===== src/design/modinv_pkg.sv =====
package modinv_pkg;

  // Modulus loaded at reset
  localparam logic [63:0] RESET_MODULUS = 64'd998244353;

  // Sequencer states
  typedef enum logic [2:0] {
    ST_IDLE,
    ST_CHECK,
    ST_DIV,
    ST_UPDATE,
    ST_FINISH
  } state_t;

  // Controller to datapath
  typedef struct packed {
    logic load;      // take a new request, seed the Euclid registers
    logic div_init;  // start a quotient/remainder pass
    logic div_step;  // one restoring-division bit
    logic update;    // rotate remainders and coefficients
    logic finish;    // capture result into output register
  } cmd_t;

  // Datapath to controller
  typedef struct packed {
    logic m_one;     // modulus is one
    logic a_le1;     // remainder_a <= 1, loop done
    logic b_zero;    // divisor is zero, loop ends
    logic div_last;  // final division bit this cycle
  } status_t;

endpackage


===== src/design/modinv_ctrl.sv =====
module modinv_ctrl (
  input  logic                clk,
  input  logic                rst,
  input  logic                in_valid,
  output logic                in_stall,
  output logic                out_valid,
  input  logic                out_stall,
  input  modinv_pkg::status_t status,
  output modinv_pkg::cmd_t    cmd
);
  import modinv_pkg::*;

  state_t state;
  state_t state_next;

  // State register and output valid flag
  always_ff @(posedge clk) begin
    if (rst) begin
      state     <= ST_IDLE;
      out_valid <= 1'b0;
    end else begin
      state <= state_next;
      if (cmd.finish) begin
        out_valid <= 1'b1;
      end else if (out_valid && !out_stall) begin
        out_valid <= 1'b0;
      end
    end
  end

  assign in_stall = (state != ST_IDLE);

  // Next state and commands
  always_comb begin
    state_next = state;
    cmd        = '0;
    case (state)
      ST_IDLE: begin
        if (in_valid) begin
          cmd.load   = 1'b1;
          state_next = ST_CHECK;
        end
      end
      ST_CHECK: begin
        if (status.m_one || status.a_le1 || status.b_zero) begin
          state_next = ST_FINISH;
        end else begin
          cmd.div_init = 1'b1;
          state_next   = ST_DIV;
        end
      end
      ST_DIV: begin
        cmd.div_step = 1'b1;
        if (status.div_last) begin
          state_next = ST_UPDATE;
        end
      end
      ST_UPDATE: begin
        cmd.update = 1'b1;
        state_next = ST_CHECK;
      end
      ST_FINISH: begin
        if (!out_valid || !out_stall) begin
          cmd.finish = 1'b1;
          state_next = ST_IDLE;
        end
      end
      default: begin
        state_next = ST_IDLE;
      end
    endcase
  end

`ifndef ASSERT_OFF
  // An accepted request always goes to the loop test
  a_accept_to_check: assert property (@(posedge clk) disable iff (rst)
    (in_valid && !in_stall) |=> (state == ST_CHECK))
    else $error("accepted request did not enter loop test");

  // Division pass ends in a coefficient update
  a_div_to_update: assert property (@(posedge clk) disable iff (rst)
    (state == ST_DIV && status.div_last) |=> (state == ST_UPDATE))
    else $error("division pass did not end in update");

  // A result is never written over a pending one
  a_no_overwrite: assert property (@(posedge clk) disable iff (rst)
    (out_valid && out_stall) |-> !cmd.finish)
    else $error("result written while output still stalled");
`endif

endmodule


===== src/design/modinv_dpath.sv =====
module modinv_dpath #(
  parameter int WIDTH = 30
) (
  input  logic                clk,
  input  logic                rst,
  input  logic                modulus_wr_en,
  input  logic [WIDTH-1:0]    modulus_wr_data,
  input  logic [WIDTH-1:0]    value,
  input  modinv_pkg::cmd_t    cmd,
  output modinv_pkg::status_t status,
  output logic [WIDTH-1:0]    inverse,
  output logic                no_inverse
);
  import modinv_pkg::*;

  // Coefficients stay within the modulus in magnitude; the product
  // accumulator within twice that, so three guard bits cover all.
  localparam int CW = WIDTH + 3;
  localparam int CNTW = (WIDTH > 1) ? $clog2(WIDTH) : 1;
  localparam logic [CNTW-1:0] LAST_BIT = CNTW'(WIDTH - 1);

  logic [WIDTH-1:0] modulus;
  logic [WIDTH-1:0] remainder_a;
  logic [WIDTH-1:0] remainder_b;
  logic [CW-1:0]    coeff_x;
  logic [CW-1:0]    coeff_y;
  logic [WIDTH-1:0] rem;      // partial remainder
  logic [WIDTH-1:0] dq;       // dividend shifting out, quotient shifting in
  logic [CW-1:0]    prod;     // running quotient * coeff_y
  logic [CNTW-1:0]  cnt;

  logic [WIDTH:0]   rem_shift;
  logic             q_bit;
  logic [WIDTH:0]   rem_sub;
  logic [CW-1:0]    prod_next;
  logic [CW-1:0]    fold;

  // Modulus register
  always_ff @(posedge clk) begin
    if (rst) begin
      modulus <= RESET_MODULUS[WIDTH-1:0];
    end else if (modulus_wr_en) begin
      modulus <= modulus_wr_data;
    end
  end

  // One restoring-division bit, with the quotient times coeff_y built MSB first
  assign rem_shift = {rem, dq[WIDTH-1]};
  assign q_bit     = (rem_shift >= {1'b0, remainder_b});
  assign rem_sub   = rem_shift - {1'b0, remainder_b};
  assign prod_next = {prod[CW-2:0], 1'b0} + (q_bit ? coeff_y : '0);

  // Euclid registers
  always_ff @(posedge clk) begin
    if (rst) begin
      remainder_a <= '0;
      remainder_b <= '0;
      coeff_x     <= '0;
      coeff_y     <= '0;
      rem         <= '0;
      dq          <= '0;
      prod        <= '0;
      cnt         <= '0;
    end else begin
      if (cmd.load) begin
        remainder_a <= value;
        remainder_b <= modulus;
        coeff_x     <= CW'(1);
        coeff_y     <= '0;
      end
      if (cmd.div_init) begin
        rem  <= '0;
        dq   <= remainder_a;
        prod <= '0;
        cnt  <= '0;
      end
      if (cmd.div_step) begin
        rem  <= q_bit ? rem_sub[WIDTH-1:0] : rem_shift[WIDTH-1:0];
        dq   <= {dq[WIDTH-2:0], q_bit};
        prod <= prod_next;
        cnt  <= cnt + CNTW'(1);
      end
      if (cmd.update) begin
        remainder_a <= remainder_b;
        remainder_b <= rem;
        coeff_x     <= coeff_y;
        coeff_y     <= coeff_x - prod;
      end
    end
  end

  // Fold a negative coefficient back into range
  assign fold = coeff_x[CW-1] ? (coeff_x + {3'b000, modulus}) : coeff_x;

  // Output register
  always_ff @(posedge clk) begin
    if (cmd.finish) begin
      if (status.m_one) begin
        inverse    <= '0;
        no_inverse <= 1'b0;
      end else if (!status.a_le1) begin
        inverse    <= '0;
        no_inverse <= 1'b1;
      end else begin
        inverse    <= fold[WIDTH-1:0];
        no_inverse <= 1'b0;
      end
    end
  end

  always_comb begin
    status.m_one    = (modulus == WIDTH'(1));
    status.a_le1    = (remainder_a <= WIDTH'(1));
    status.b_zero   = (remainder_b == '0);
    status.div_last = (cnt == LAST_BIT);
  end

`ifndef ASSERT_OFF
  // Partial remainder always stays below the divisor
  a_rem_below_div: assert property (@(posedge clk) disable iff (rst)
    (cmd.div_init || cmd.div_step) |=> (rem < remainder_b))
    else $error("partial remainder not below divisor");

  // Update shifts the remainder pair down by one
  a_update_rotate: assert property (@(posedge clk) disable iff (rst)
    cmd.update |=> (remainder_a == $past(remainder_b)) && (coeff_x == $past(coeff_y)))
    else $error("remainder pair not rotated on update");

  // Division never starts on a zero divisor
  a_div_nonzero: assert property (@(posedge clk) disable iff (rst)
    cmd.div_init |-> (remainder_b != '0))
    else $error("division started with zero divisor");
`endif

endmodule


===== src/design/modular_inverse_ext_euclid.sv =====
// Modular inverse by the extended Euclidean algorithm, one request at a time.
// Each Euclid step (about 45 worst case at WIDTH = 30) is a loop test, a bit-serial
// division pass and an update of remainders and coefficients. The next request
// is taken once the result is in the output register. Reset (rst, synchronous)
// clears the sequencer, output valid and Euclid registers and loads the modulus
// 998244353 (low WIDTH bits).
module modular_inverse_ext_euclid #(
  parameter int WIDTH = 30
) (
  input  logic             clk,
  input  logic             rst,
  input  logic             modulus_wr_en,
  input  logic [WIDTH-1:0] modulus_wr_data,
  input  logic             in_valid,
  output logic             in_stall,
  input  logic [WIDTH-1:0] value,
  output logic             out_valid,
  input  logic             out_stall,
  output logic [WIDTH-1:0] inverse,
  output logic             no_inverse
);
  import modinv_pkg::*;

  cmd_t    cmd;
  status_t status;

  // Sequencer
  modinv_ctrl u_ctrl (
    .clk       (clk),
    .rst       (rst),
    .in_valid  (in_valid),
    .in_stall  (in_stall),
    .out_valid (out_valid),
    .out_stall (out_stall),
    .status    (status),
    .cmd       (cmd)
  );

  // Euclid datapath
  modinv_dpath #(
    .WIDTH (WIDTH)
  ) u_dpath (
    .clk             (clk),
    .rst             (rst),
    .modulus_wr_en   (modulus_wr_en),
    .modulus_wr_data (modulus_wr_data),
    .value           (value),
    .cmd             (cmd),
    .status          (status),
    .inverse         (inverse),
    .no_inverse      (no_inverse)
  );

endmodule


===== config.mk =====
export PLATFORM = sky130hd
export DESIGN_NAME = modular_inverse_ext_euclid
export DESIGN_NICKNAME = d
export VERILOG_FILES = /design/src/design/modinv_pkg.sv /design/src/design/modinv_ctrl.sv /design/src/design/modinv_dpath.sv /design/src/design/modular_inverse_ext_euclid.sv
export SDC_FILE = /design/constraint.sdc
export NUM_CORES = 1
export LEC_CHECK = 0
export ABC_CLOCK_PERIOD_IN_PS = 4300
export BUFFER_PORTS_ARGS = -buffer_cell sky130_fd_sc_hd__buf_2
export CAP_MARGIN = 20
export CORE_ASPECT_RATIO = 0.7
export CORE_MARGIN = 1
export CORE_UTILIZATION = 56
export DETAILED_ROUTE_END_ITERATION = 12
export GPL_ROUTABILITY_DRIVEN = 0
export PLACE_DENSITY_LB_ADDON = 0.05
export SYNTH_ARGS = -nofsm -noshare
export SYNTH_HDL_FRONTEND = slang
export SYNTH_HIERARCHICAL = 1
export SYNTH_SLANG_ARGS = --single-unit

===== constraint.sdc =====
create_clock -name clk -period 4.3 [get_ports clk]
set_input_delay 0.43 -clock clk [delete_from_list [all_inputs] [get_ports clk]]
set_output_delay 0.43 -clock clk [all_outputs]
set_load 0.01 [all_outputs]

==> metrics.md <==
| Metric | Value |
|---|---|
| Commonest cells in the netlist | `nor2_1 (310), dfxtp_1 (258), a21oi_1 (235)` |
| WP data arrival | `5.23 ns` |
| Setup WS post-layout | `-0.479 ns` |
| Worst path max stage delay | `0.44 ns` |
| Hold-fix buffers, CTS | `0` |
| Fin crit share | `1.11` |
| Clk_lat worst skew | `0.59 ns` |
| Timing-limited maximum frequency | `209 MHz` |
| Worst setup SP type | `flip-flop` |
| Clk buf depth | `3` |
| Number of placed I/O pins | `98` |
| Die H | `153 um` |
| Share of cells above drive strength 1 | `0.234` |
| Compound-Gate Fraction of Synth Area | `0.219` |
| Area occupied by multi-input gates | `0.0121 mm2` |
| Crit end category | `flip-flop` |
| Worst slew pin tran | `1.09 ns` |
| Clk root buf | `clkbuf_16` |
| Post-DP HPWL | `40100 um` |
| Worst path bufs/invs | `4` |
| Pin count of the biggest net entering global routing | `168` |
| Layout area overhead | `26.1%` |
| Max VDD drop | `0.409 mV` |
| Rows | `54` |
| Asr flop ratio synth | `0` |
| Routed len/inst | `19.9 um` |
| Max-slew headroom | `0.272` |
| Pwr dens | `366 mW/mm2` |
| Residual DRC | `0` |
| Full die area | `0.0331 mm2` |
| Synth Area in XOR/XNOR | `0.0468` |
| P_leak | `9.59 nW` |
| Adder and majority gate portion of the synthesized area | `0.0900` |
| Via count | `17.6k` |
| Skew final | `0.0201 ns` |
| CP required | `4.75 ns` |
| WS Path Type | `reg2reg` |
| Fillers | `2412` |
| Width of the die | `217 um` |
| Pre-antenna DRT Iters | `6` |
| Slowest cell on the critical path | `nor4b_4` |
| First-pass GRT wire length | `88500 um` |
| Syn_nets | `2381` |
| Post-route ant nets | `0` |
| CTS tree | `built` |
| Syn Area/Cell | `8.29 um2` |
| Minimum clock period after layout | `4.78 ns` |
| Starting Density | `0.576` |
| CTS Sinks | `289` |
| Finished Core Util | `0.726` |
| Worst-path maximum fanout | `5` |
| Status | `finished with violations` |
| Max-cap check violation count | `0` |
| Vias/cell | `6.05` |
| Total gr overflow | `0` |
| GRT Overall Usage | `0.334` |
| Synth Warn # | `6` |
| Netlist cell types | `87` |
| Mux cell area share after synthesis | `0.0607` |
| Count leader, synth | `nor2_1` |
| HP Class | `in2reg` |
| Final wirelength | `57900 um` |
| Largest family of logic cells by synthesized area | `compound AO/OA/AOI/OAI gates` |
| Simple-gate area share of the yosys netlist | `0.201` |
| Synth top area share | `0.285` |
| Top_reg_cell synth | `dfxtp_1` |
| Failing checks | `negative setup slack` |
| Final Hold Fails | `0` |
| Post-synth EDFFs | `31` |
| Top cells by area, synth | `dfxtp_1 (28%), ha_1 (8.6%), a21oi_1 (6.5%), nor2_1 (6.4%), mux2i_1 (6.1%)` |
| Register Area | `0.00610 mm2` |
| Cell type with the largest total area after synthesis | `dfxtp_1` |
| Cell Area, Synth | `0.0181 mm2` |
| Initial antenna violation count | `2` |
| CP top delay family | `compound AO/OA/AOI/OAI gates` |
| RSZ-0062 raised after global routing | `yes` |
| Synth Register Bits | `289` |
| Nets | `2662` |
| Setup violations, final | `20` |
| Sequential area share after synthesis | `0.336` |
| Vias in the first global route | `16.0k` |
| CTS Buf Count | `29` |
| Clock slew at reported path FFs | `0.07 ns` |
| Number of port buffers | `97` |
| Core footprint | `0.0315 mm2` |
| First DRT Iteration DRCs | `1711` |
| Total power | `0.00837 W` |
| CTS H-tree lvls | `1` |
| Syn Inst Count | `2188` |
| Slew Limit Fails | `0` |
## layer usage
metal,vias up,track usage,routed length (um)
met2,742,0.471,23600
met3,126,0.0611,5270
met5,-,0,13
met1,8348,0.519,27500
li1,8393,-,-
met4,2,0.0744,1510
## where the power goes
part	total, W	leakage [nW]	internal [W]	switching (W)
sequential	0.00292	2.38	0.00282	0.0000991
combinational	0.00256	6.68	0.00109	0.00147
clock	0.00289	0.525	0.00173	0.00116
total	0.00837	9.59	0.00564	0.00273
## state kept, by name (all words and copies together), names as in the netlist
register and flops:
u_dpath/coeff_x 33, u_dpath/coeff_y 33, u_dpath/prod 33, u_dpath/dq 30, u_dpath/inverse 30, u_dpath/modulus 30, u_dpath/rem 30, u_dpath/remainder_a 30
u_dpath/remainder_b 30, u_dpath/cnt 5, u_ctrl/state 3, u_ctrl/out_valid 1, u_dpath/no_inverse 1
## logic make-up after synthesis
group                      after synthesis
AOI/OAI and AO/OA                      609
xor gates and xnor gates                97
adders and majority gates              128
buffers and inverters                  217
DFF                                    289
muxes                                  110
and+or+nand+nor                        738
## cell type report
class	count	area share
well taps	420	0.0230
clock inverters	18	0.0121
clock buffers	36	0.0346
inverters	97	0.0159
multi-input cells	1682	0.528
repair buffers	370	0.119
flip-flops and latches	289	0.267
diodes	1	0.000109
## worst register-to-register path, delay by kind of cell, from the launching register on
kind	cells	cell delay (ns)
adders and majority gates	2	0.46
AOI/OAI and AO/OA	11	1.93
and+or+nand+nor	8	1.38
buffers and inverters	4	0.53
DFF	1	0.34
## per-stage QoR
stage / hold WS (ns) / setup TNS, ns / instances / setup WS, ns / area, um2
3_3_place_gp: 0.452 / -2.99 / 2810 / -0.338 / 20600
3_5_place_dp: 0.464 / -5.60 / 2811 / -0.505 / 20700
5_1_grt: 0.0532 / -9.12 / 2912 / -0.610 / 22900
2_1_floorplan: 0.438 / -0.0188 / 2188 / -0.0173 / 18300
6_report: 0.0504 / -5.25 / 2913 / -0.479 / 22900
4_1_cts: 0.0438 / -4.41 / 2891 / -0.418 / 22200
## what timing repair did
action / 4_1_cts / 5_1_grt
pin swaps: 72 / 69
resized for setup: 58 / 90
buffers inserted: 27 / 21
setup endpoints to repair: 21 / 25
gates cloned: 2 / 0
## final timing paths
path                                              from                               end  slack (ns)  cells past startpoint
hold / removal                     modulus_wr_data[25]  u_dpath/modulus[25]$_SDFFE_PP1P_        0.05                      2
hold reg to reg             u_dpath/dq[0]$_SDFFE_PP0P_        u_dpath/dq[1]$_SDFFE_PP0P_        0.47                      2
setup reg to reg  u_dpath/remainder_b[13]$_SDFFE_PP0P_     u_dpath/prod[16]$_SDFFE_PP0P_       -0.48                     25
setup / recovery  u_dpath/remainder_b[13]$_SDFFE_PP0P_     u_dpath/prod[16]$_SDFFE_PP0P_       -0.48                     25
## cell usage in the layout, fill, tap and decap left out, types with 8 or more instances in the layout
| master | instances |
|---|---|
| inv_1 | 92 |
| buf_6 | 12 |
| nor4_1 | 21 |
| a211oi_1 | 75 |
| nand4_1 | 15 |
| xor2_1 | 29 |
| nor3b_1 | 49 |
| o21ai_0 | 45 |
| a21oi_2 | 18 |
| nand2_1 | 99 |
| nor3_2 | 8 |
| a211o_1 | 10 |
| dfxtp_1 | 252 |
| nand2b_1 | 30 |
| nor2_1 | 304 |
| buf_4 | 251 |
| nor2b_1 | 73 |
| nor3_1 | 36 |
| clkbuf_16 | 29 |
| o21ai_1 | 41 |
| mux2i_1 | 110 |
| edfxtp_1 | 31 |
| a21oi_1 | 215 |
| o21bai_1 | 12 |
| buf_2 | 96 |
| xnor2_1 | 62 |
| nand3_1 | 19 |
| ha_4 | 19 |
| a21o_1 | 45 |
| o21ai_2 | 14 |
| o21a_1 | 18 |
| buf_12 | 8 |
| and3_1 | 8 |
| ha_1 | 104 |
| a22o_1 | 33 |
No activity file was read; power rests on OpenSTA's default activity.
